## config.mk

```make
export PLATFORM = sky130hd
export DESIGN_NAME = telnet_server_option_parser
export DESIGN_NICKNAME = d
export VERILOG_FILES = /design/src/hdl/tsop_pkg.sv /design/src/hdl/tsop_parser.sv /design/src/hdl/tsop_res_buf.sv /design/src/hdl/telnet_server_option_parser.sv
export SDC_FILE = /design/constraint.sdc
export NUM_CORES = 1
export LEC_CHECK = 0
export BUFFER_PORTS_ARGS = -buffer_cell sky130_fd_sc_hd__buf_2
export CAP_MARGIN = 20
export CORE_MARGIN = 1.5
export CORE_UTILIZATION = 50
export DETAILED_ROUTE_END_ITERATION = 10
export MAX_ROUTING_LAYER = met4
export PLACE_DENSITY_LB_ADDON = 0.08
export SYNTH_ARGS = -nofsm -noshare
export SYNTH_HDL_FRONTEND = slang
export SYNTH_SLANG_ARGS = --single-unit
```

## constraint.sdc

```tcl
create_clock -name clk_i -period 6.4 [get_ports clk_i]
set_input_delay 0.32 -clock clk_i [delete_from_list [all_inputs] [get_ports clk_i]]
set_output_delay 0.32 -clock clk_i [all_outputs]
set_load 0.05 [all_outputs]
```

## src/hdl/tsop_pkg.sv

```systemverilog
`timescale 1ns / 1ps
`default_nettype none
// ----------------------------------------------------------------------------
// tsop_pkg
// shared types and telnet codes for the telnet server option parser
// ----------------------------------------------------------------------------
package tsop_pkg;

  // telnet command bytes
  localparam logic [7:0] T_IAC  = 8'd255;
  localparam logic [7:0] T_DONT = 8'd254;
  localparam logic [7:0] T_DO   = 8'd253;
  localparam logic [7:0] T_WONT = 8'd252;
  localparam logic [7:0] T_WILL = 8'd251;
  localparam logic [7:0] T_SB   = 8'd250;
  localparam logic [7:0] T_SE   = 8'd240;

  // option codes
  localparam logic [7:0] OPT_ECHO = 8'd1;
  localparam logic [7:0] OPT_SGA  = 8'd3;
  localparam logic [7:0] OPT_NAWS = 8'd31;

  // result kinds
  localparam logic [1:0] KIND_DATA = 2'd0;
  localparam logic [1:0] KIND_CMD  = 2'd1;
  localparam logic [1:0] KIND_SIZE = 2'd2;
  localparam logic [1:0] KIND_DONE = 2'd3;

  localparam logic [15:0] SIZE_LIMIT_RST = 16'd10000;
  localparam logic [15:0] WIDTH_RST      = 16'd80;
  localparam logic [15:0] HEIGHT_RST     = 16'd24;
  localparam logic [2:0]  SUB_MAX        = 3'd4;

  localparam int unsigned MAX_RES = 3;

  typedef struct packed {
    logic       action;
    logic [7:0] rx_byte;
  } in_t;

  typedef struct packed {
    logic [1:0]  kind;
    logic [7:0]  data_byte;
    logic [7:0]  reply_command;
    logic [7:0]  reply_option;
    logic [15:0] width;
    logic [15:0] height;
    logic        negotiation_done;
    logic        last;
  } out_t;

  // results of one transaction, slot 0 first
  typedef struct packed {
    logic [1:0]              cnt;
    out_t [MAX_RES-1:0]      slot;
  } res_set_t;

  function automatic out_t mk_res(input logic [1:0] kind, input logic [7:0] db,
                                  input logic [7:0] cmd, input logic [7:0] opt,
                                  input logic done);
    out_t r;
    r                  = '0;
    r.kind             = kind;
    r.data_byte        = db;
    r.reply_command    = cmd;
    r.reply_option     = opt;
    r.negotiation_done = done;
    return r;
  endfunction

endpackage
`default_nettype wire

```

## src/hdl/tsop_parser.sv

```systemverilog
`timescale 1ns / 1ps
`default_nettype none
// ----------------------------------------------------------------------------
// tsop_parser
// telnet byte parser state, negotiation policy and window size tracking
// ----------------------------------------------------------------------------
module tsop_parser (
  input  wire logic              clk_i,
  input  wire logic              rst_ni,
  input  wire logic              cfg_we_i,
  input  wire logic [15:0]       cfg_wdata_i,
  input  wire logic              accept_i,
  input  wire tsop_pkg::in_t     in_data_i,
  output tsop_pkg::res_set_t     set_o
);
  import tsop_pkg::*;

  typedef enum logic [3:0] {
    PS_NORMAL = 4'd0,
    PS_IAC    = 4'd1,
    PS_WILL   = 4'd2,
    PS_WONT   = 4'd3,
    PS_DO     = 4'd4,
    PS_DONT   = 4'd5,
    PS_SB     = 4'd6,
    PS_INSB   = 4'd7,
    PS_SBIAC  = 4'd8
  } ps_e;

  ps_e         state_q, state_d;
  logic [15:0] limit_q;
  logic [7:0]  sub_opt_q, sub_opt_d;
  logic [2:0]  sub_cnt_q, sub_cnt_d;
  logic [31:0] sub_bytes_q, sub_bytes_d;
  logic        echo_q, echo_d;
  logic        sga_q, sga_d;
  logic        done_q, done_d;
  logic [15:0] width_q, width_d;
  logic [15:0] height_q, height_d;

  logic [7:0]  c;
  logic [7:0]  cmd;
  logic [2:0]  push_cnt;
  logic [31:0] push_bytes;
  logic [15:0] fin_w, fin_h;
  logic        fin_ok;
  logic [1:0]  n;
  res_set_t    set;

  assign c = in_data_i.rx_byte;

  // command byte held by the current state
  always_comb begin
    unique case (state_q)
      PS_WILL: cmd = T_WILL;
      PS_WONT: cmd = T_WONT;
      PS_DO:   cmd = T_DO;
      default: cmd = T_DONT;
    endcase
  end

  // subnegotiation byte capture, first byte in the top lane
  always_comb begin
    push_cnt   = sub_cnt_q;
    push_bytes = sub_bytes_q;
    if (sub_cnt_q < SUB_MAX) begin
      push_cnt = sub_cnt_q + 3'd1;
      case (sub_cnt_q[1:0])
        2'd0:    push_bytes[31:24] = c;
        2'd1:    push_bytes[23:16] = c;
        2'd2:    push_bytes[15:8]  = c;
        default: push_bytes[7:0]   = c;
      endcase
    end
  end

  assign fin_w  = sub_bytes_q[31:16];
  assign fin_h  = sub_bytes_q[15:0];
  assign fin_ok = (sub_opt_q == OPT_NAWS) && (sub_cnt_q >= SUB_MAX) &&
                  (fin_w != 16'd0) && (fin_w < limit_q) &&
                  (fin_h != 16'd0) && (fin_h < limit_q);

  always_comb begin
    state_d     = state_q;
    sub_opt_d   = sub_opt_q;
    sub_cnt_d   = sub_cnt_q;
    sub_bytes_d = sub_bytes_q;
    echo_d      = echo_q;
    sga_d       = sga_q;
    done_d      = done_q;
    width_d     = width_q;
    height_d    = height_q;
    n           = 2'd0;
    set         = '0;
    if (accept_i) begin
      if (in_data_i.action) begin
        set.slot[0] = mk_res(KIND_CMD, 8'd0, T_WILL, OPT_ECHO, done_q);
        set.slot[1] = mk_res(KIND_CMD, 8'd0, T_WILL, OPT_SGA, done_q);
        set.slot[2] = mk_res(KIND_CMD, 8'd0, T_DO, OPT_NAWS, done_q);
        n           = 2'd3;
      end else begin
        unique case (state_q)
          PS_IAC: begin
            state_d = PS_NORMAL;
            case (c)
              T_IAC: begin
                set.slot[0] = mk_res(KIND_DATA, c, 8'd0, 8'd0, done_q);
                n           = 2'd1;
              end
              T_WILL:  state_d = PS_WILL;
              T_WONT:  state_d = PS_WONT;
              T_DO:    state_d = PS_DO;
              T_DONT:  state_d = PS_DONT;
              T_SB:    state_d = PS_SB;
              default: state_d = PS_NORMAL;
            endcase
          end
          PS_WILL, PS_WONT, PS_DO, PS_DONT: begin
            state_d = PS_NORMAL;
            if ((cmd == T_DO) || (cmd == T_DONT)) begin
              if (c == OPT_ECHO) begin
                echo_d = 1'b1;
              end else if (c == OPT_SGA) begin
                sga_d = 1'b1;
              end else if (cmd == T_DO) begin
                set.slot[0] = mk_res(KIND_CMD, 8'd0, T_WONT, c, done_q);
                n           = 2'd1;
              end
            end else if ((c != OPT_NAWS) && (cmd == T_WILL)) begin
              set.slot[0] = mk_res(KIND_CMD, 8'd0, T_DONT, c, done_q);
              n           = 2'd1;
            end
            if (!done_q && echo_d && sga_d) begin
              done_d      = 1'b1;
              set.slot[n] = mk_res(KIND_DONE, 8'd0, 8'd0, 8'd0, 1'b1);
              n           = n + 2'd1;
            end
          end
          PS_SB: begin
            sub_opt_d   = c;
            sub_cnt_d   = 3'd0;
            sub_bytes_d = 32'd0;
            state_d     = PS_INSB;
          end
          PS_INSB: begin
            if (c == T_IAC) begin
              state_d = PS_SBIAC;
            end else begin
              sub_cnt_d   = push_cnt;
              sub_bytes_d = push_bytes;
            end
          end
          PS_SBIAC: begin
            if (c == T_IAC) begin
              sub_cnt_d   = push_cnt;
              sub_bytes_d = push_bytes;
              state_d     = PS_INSB;
            end else begin
              state_d = PS_NORMAL;
              if (fin_ok) begin
                width_d     = fin_w;
                height_d    = fin_h;
                set.slot[0] = mk_res(KIND_SIZE, 8'd0, 8'd0, 8'd0, done_q);
                n           = 2'd1;
              end
            end
          end
          default: begin
            if (c == T_IAC) begin
              state_d = PS_IAC;
            end else begin
              state_d     = PS_NORMAL;
              set.slot[0] = mk_res(KIND_DATA, c, 8'd0, 8'd0, done_q);
              n           = 2'd1;
            end
          end
        endcase
      end
    end
    for (int i = 0; i < MAX_RES; i++) begin
      set.slot[i].width  = width_d;
      set.slot[i].height = height_d;
    end
    set.cnt = n;
  end

  assign set_o = set;

  always_ff @(posedge clk_i or negedge rst_ni) begin
    if (!rst_ni) begin
      state_q     <= PS_NORMAL;
      limit_q     <= SIZE_LIMIT_RST;
      sub_opt_q   <= 8'd0;
      sub_cnt_q   <= 3'd0;
      sub_bytes_q <= 32'd0;
      echo_q      <= 1'b0;
      sga_q       <= 1'b0;
      done_q      <= 1'b0;
      width_q     <= WIDTH_RST;
      height_q    <= HEIGHT_RST;
    end else begin
      state_q     <= state_d;
      sub_opt_q   <= sub_opt_d;
      sub_cnt_q   <= sub_cnt_d;
      sub_bytes_q <= sub_bytes_d;
      echo_q      <= echo_d;
      sga_q       <= sga_d;
      done_q      <= done_d;
      width_q     <= width_d;
      height_q    <= height_d;
      if (cfg_we_i) begin
        limit_q <= cfg_wdata_i;
      end
    end
  end

endmodule
`default_nettype wire

```

## src/hdl/tsop_res_buf.sv

```systemverilog
`timescale 1ns / 1ps
`default_nettype none
// ----------------------------------------------------------------------------
// tsop_res_buf
// result register holding the results of one transaction, drained in order
// ----------------------------------------------------------------------------
module tsop_res_buf (
  input  wire logic               clk_i,
  input  wire logic               rst_ni,
  input  wire logic               load_i,
  input  wire tsop_pkg::res_set_t set_i,
  output logic                    free_o,
  output logic                    out_valid_o,
  input  wire logic               out_ready_i,
  output tsop_pkg::out_t          out_data_o
);
  import tsop_pkg::*;

  out_t [MAX_RES-1:0] slot_q;
  logic [1:0]         rem_q;
  logic               take;

  assign out_valid_o = (rem_q != 2'd0);
  assign take        = out_valid_o && out_ready_i;
  assign free_o      = !out_valid_o || (take && (rem_q == 2'd1));

  always_comb begin
    out_data_o      = slot_q[0];
    out_data_o.last = (rem_q == 2'd1);
  end

  always_ff @(posedge clk_i or negedge rst_ni) begin
    if (!rst_ni) begin
      rem_q <= 2'd0;
    end else if (load_i && (set_i.cnt != 2'd0)) begin
      rem_q <= set_i.cnt;
    end else if (take) begin
      rem_q <= rem_q - 2'd1;
    end
  end

  // payload shifts toward slot 0 as results leave
  always_ff @(posedge clk_i) begin
    if (load_i && (set_i.cnt != 2'd0)) begin
      slot_q <= set_i.slot;
    end else if (take) begin
      for (int i = 0; i < MAX_RES - 1; i++) begin
        slot_q[i] <= slot_q[i+1];
      end
    end
  end

endmodule
`default_nettype wire

```

## src/hdl/telnet_server_option_parser.sv

```systemverilog
`timescale 1ns / 1ps
`default_nettype none
// ----------------------------------------------------------------------------
// telnet_server_option_parser
// telnet receive parser with option negotiation policy and window size
// ----------------------------------------------------------------------------
// One input transaction is taken per cycle while the result register is empty
// or is handing out the final result of the previous transaction. Each
// transaction yields zero to three results, and the result register hands out
// one result per cycle while the receiver does not stall, so a byte, which has
// at most one result, sustains one transaction per cycle; a start action (three
// results) holds the input until its final result is being handed out.
// A byte that causes no result loads nothing, but it still waits while earlier
// results are pending or the receiver stalls.
// size_limit is to be written through cfg_we_i and cfg_wdata_i only while idle; the block does not enforce this.
module telnet_server_option_parser (
  input  wire logic            clk_i,
  input  wire logic            rst_ni,
  input  wire logic            cfg_we_i,
  input  wire logic [15:0]     cfg_wdata_i,
  input  wire logic            in_valid_i,
  output logic                 in_ready_o,
  input  wire tsop_pkg::in_t   in_data_i,
  output logic                 out_valid_o,
  input  wire logic            out_ready_i,
  output tsop_pkg::out_t       out_data_o
);
  import tsop_pkg::*;

  res_set_t set;
  logic     free;
  logic     accept;

  assign in_ready_o = free;
  assign accept     = in_valid_i && free;

  tsop_parser u_parser (
    .clk_i       (clk_i),
    .rst_ni      (rst_ni),
    .cfg_we_i    (cfg_we_i),
    .cfg_wdata_i (cfg_wdata_i),
    .accept_i    (accept),
    .in_data_i   (in_data_i),
    .set_o       (set)
  );

  tsop_res_buf u_res_buf (
    .clk_i       (clk_i),
    .rst_ni      (rst_ni),
    .load_i      (accept),
    .set_i       (set),
    .free_o      (free),
    .out_valid_o (out_valid_o),
    .out_ready_i (out_ready_i),
    .out_data_o  (out_data_o)
  );

endmodule
`default_nettype wire

```

==> results.ini <==
[yosys]
synthCells=907
synth.area.top_cells=edfxtp_1 (36%), dfrtp_1 (21%), a21oi_1 (7.1%), ha_1 (4.7%), buf_4 (4.1%)
synth.most_common_cell=a21oi_1
netlist_area_um2=10700
synth_mux_area_share_pct=7.10
synthFlopType=edfxtp_1
ys_ff_latch=227
synth_async_sr_flop_share_pct=44.1
synth_area_per_cell_um2=11.8
synth_top_family_by_area=compound AO/OA/AOI/OAI gates
ys_seq_area_share_pct=59.3
synth_compound_area_share_pct=12.4
synth_top_area_cell=edfxtp_1
yosysTopAreaCellShare_pct=35.7
synth_common_cells=a21oi_1 (151), edfxtp_1 (127), dfrtp_1 (91)
syn_nets=977
yosys_warnings=0
synth-xor-area-share_pct=0.328
yosys.area_share.simple_pct=7.45
synth_fa_ha_area_share_pct=4.69
synth-edff-count=127
ys_types=56

[finish]
nets=997
stdcell_area_um2=11700
drive_gt1_share_pct=20.6
antennaDiodeCount=0
syn_to_final_growth_pct=9.22
fin_cells=1220

[cts]
postCtsSetupBuffers=0
clock_path_buffers=3
insertion_delay_ns=0.52
cts.root.buffer_cell=clkbuf_16
numCtsBuffers=24
clkTransAtPathRegs_ns=0.06
tritoncts=built
htree_levels=1
cts_sinks=227

[place]
post_dp_cell_area_um2=10900
dp_cells=1174
place_congestion=0.906
hpwl_um=16400
numPortBuffers=91

[worst_setup_path]
cp-start-kind=register
path_max_fanout=98
endpoint_kind=register
critical_path_class=register to register
critPathRequiredTime_ns=6.59
critical_path_arrival_ns=4.47

[global_routing]
first_global_vias=6703
track_usage_pct=22.5
overflow=0
grt_max_degree=99
grt_pass1_wl_um=38000
antenna_found_initial=0

[flow_run]
cap_violations=0

[timing]
worst_pin_slew_ns=1.10
slew_headroom_pct=26.5
clock.fmax_mhz=233
rsz0062_at_grt=no
min_period_over_period_pct=66.9
clock-skew-final_ns=0.0198
tns_ns=0
maxSlewViolCount=0
finalHoldViolations=0
period_needed_ns=4.28
setup_viol=0

[drt]
drc_errors=0
drt-total-wl_um=24000
num_vias=6953
vias_per_cell=5.70
detail_route.wl_per_cell_um=19.7
ant_nets=0
drt_iter0_drc=582
firstDrtPassIters=5

[floorplanning]
dieArea_um2=22200
die_h_um=149
initial_core_util_pct=51.0
fp.coreArea_um2=21000
io_pins=92
core.rowCount=53
die_w_um=149

[power]
power.static_leakage_uw=0.00513
ir_drop_uv=274
power_density_nw_per_um2=515

[run_status]
status=finished clean

[min_path]
hold_path.class=input pin to register

path summary, 6_finish.rpt:
path                                                         from                                  end  slack, ns  depth (start not counted)
worst min-delay path                              cfg_wdata_i[10]     u_parser.limit_q[10]$_DFFE_PN1P_       0.02                          3
worst max register to register         u_parser.sga_q$_DFFE_PN0P_   u_res_buf.out_data_o[19]$_DFFE_PP_       2.12                         12
worst min register to register  u_parser.sub_opt_q[2]$_DFFE_PN0P_    u_parser.sub_opt_q[2]$_DFFE_PN0P_       0.49                          2
max in group asynchronous                                  rst_ni  u_parser.sub_bytes_q[3]$_DFFE_PN0P_       4.83                          3
worst max-delay path                   u_parser.sga_q$_DFFE_PN0P_   u_res_buf.out_data_o[19]$_DFFE_PP_       2.12                         12
min in group asynchronous                                  rst_ni     u_parser.limit_q[11]$_DFFE_PN0P_       0.28                          2
critical path, stage by stage, from the launching register on:
cell	delay (ns)
dfrtp_1	0.42
or3b_2	0.45
a2111oi_0	0.38
a31o_2	0.21
ha_1	0.17
nor3b_1	0.28
o21a_1	0.19
nor2_1	0.09
o21ai_4	0.07
nand2_1	0.29
clkinv_2	0.29
buf_4	0.83
a21oi_1	0.21
per-stage QoR:
step / total power, uW / utilization [%] / worst slack (ns) / hold slack, ns
floorplan: 4400 / - / 1.14 / 0.0244
global placement: 4660 / 51.9 / 2.10 / 0.269
detailed placement: 4720 / 51.9 / 1.88 / 0.276
CTS: 6050 / 55.7 / 2.18 / 0.00508
global route: 6340 / 55.7 / 1.91 / 0.0231
finish: 6010 / 55.7 / 2.12 / 0.0174
flip-flops by register name, indices dropped and copies added, names as in the netlist:
| signal | flops |
|---|---|
| u_parser.sub_cnt_q | 3 |
| u_parser.height_q | 16 |
| u_parser.sub_bytes_q | 32 |
| u_parser.done_q | 1 |
| u_parser.state_q | 4 |
| u_res_buf.rem_q | 2 |
| u_parser.echo_q | 1 |
| u_res_buf.slot_q | 72 |
| u_parser.width_q | 16 |
| u_parser.limit_q | 16 |
| u_res_buf.out_data_o | 55 |
| u_parser.sga_q | 1 |
| u_parser.sub_opt_q | 8 |
placed cells by master (no fill, tap or decap), types with 3 or more instances in the layout:
master / Yosys / final
a31oi_1: 6 / 6
o21a_1: 8 / 8
nor2b_1: 3 / 3
clkbuf_1: 25 / 7
a31o_2: 4 / 4
o21ai_0: 37 / 37
edfxtp_1: 127 / 127
mux2i_1: 33 / 33
a211o_1: 3 / 3
buf_2: 19 / 90
inv_1: 71 / 71
xnor2_1: 3 / 3
nand3_1: 11 / 11
mux2_2: 38 / 38
a21o_1: 5 / 5
clkinv_1: 0 / 3
dfstp_2: 9 / 9
nor4b_1: 3 / 3
or2_2: 3 / 3
nand2_1: 38 / 37
nor3_1: 18 / 18
buf_4: 59 / 8
ha_1: 40 / 40
clkbuf_8: 0 / 4
nor4_1: 11 / 11
a21oi_1: 151 / 151
nand4_1: 6 / 6
clkbuf_16: 0 / 24
o211ai_1: 5 / 5
o22ai_1: 6 / 6
dfrtp_1: 91 / 91
and3_1: 3 / 3
or3_1: 5 / 5
nand3b_1: 3 / 3
clkinv_2: 0 / 5
nor2_1: 29 / 29
metal layers:
| metal | GRT usage, % | part of all wire (%) | vias up |
|---|---|---|---|
| met5 | - | 0 | - |
| met4 | 5.74 | 2.0 | 0 |
| met3 | 3.33 | 5.2 | 43 |
| met2 | 33.6 | 46 | 225 |
| met1 | 32.5 | 47 | 3426 |
| li1 | - | - | 3259 |
kinds of logic (layout without fill, tap and decap cells):
logic type               Yosys count  after routing
AO/OA/AOI/OAI                    238            238
flip-flops                       227            227
buffers and inverters            178            216
AND/OR/NAND/NOR                  149            149
multiplexers                      71             71
adder cells (fa/ha/maj)           40             40
XOR/XNOR                           4              4
repair_timing:
item,4_1_cts,5_1_grt
hold buffers,2,0
resized for setup,0,0
endpoints found under the hold margin,26,0
power breakdown:
part	switching, uW	internal (uW)
Clock	546	778
Sequential	220	2200
Combinational	1700	558
area by class of cell:
class | count | area [um2]
clock buffers | 35 | 682
clock inverters | 9 | 77.6
fillers | 1801 | 9290
inverters | 72 | 272
multi-input cells | 502 | 3430
flip-flops and latches | 227 | 6330
well taps | 275 | 344
repair buffers | 100 | 531
Power figures use the tool's default switching activity.
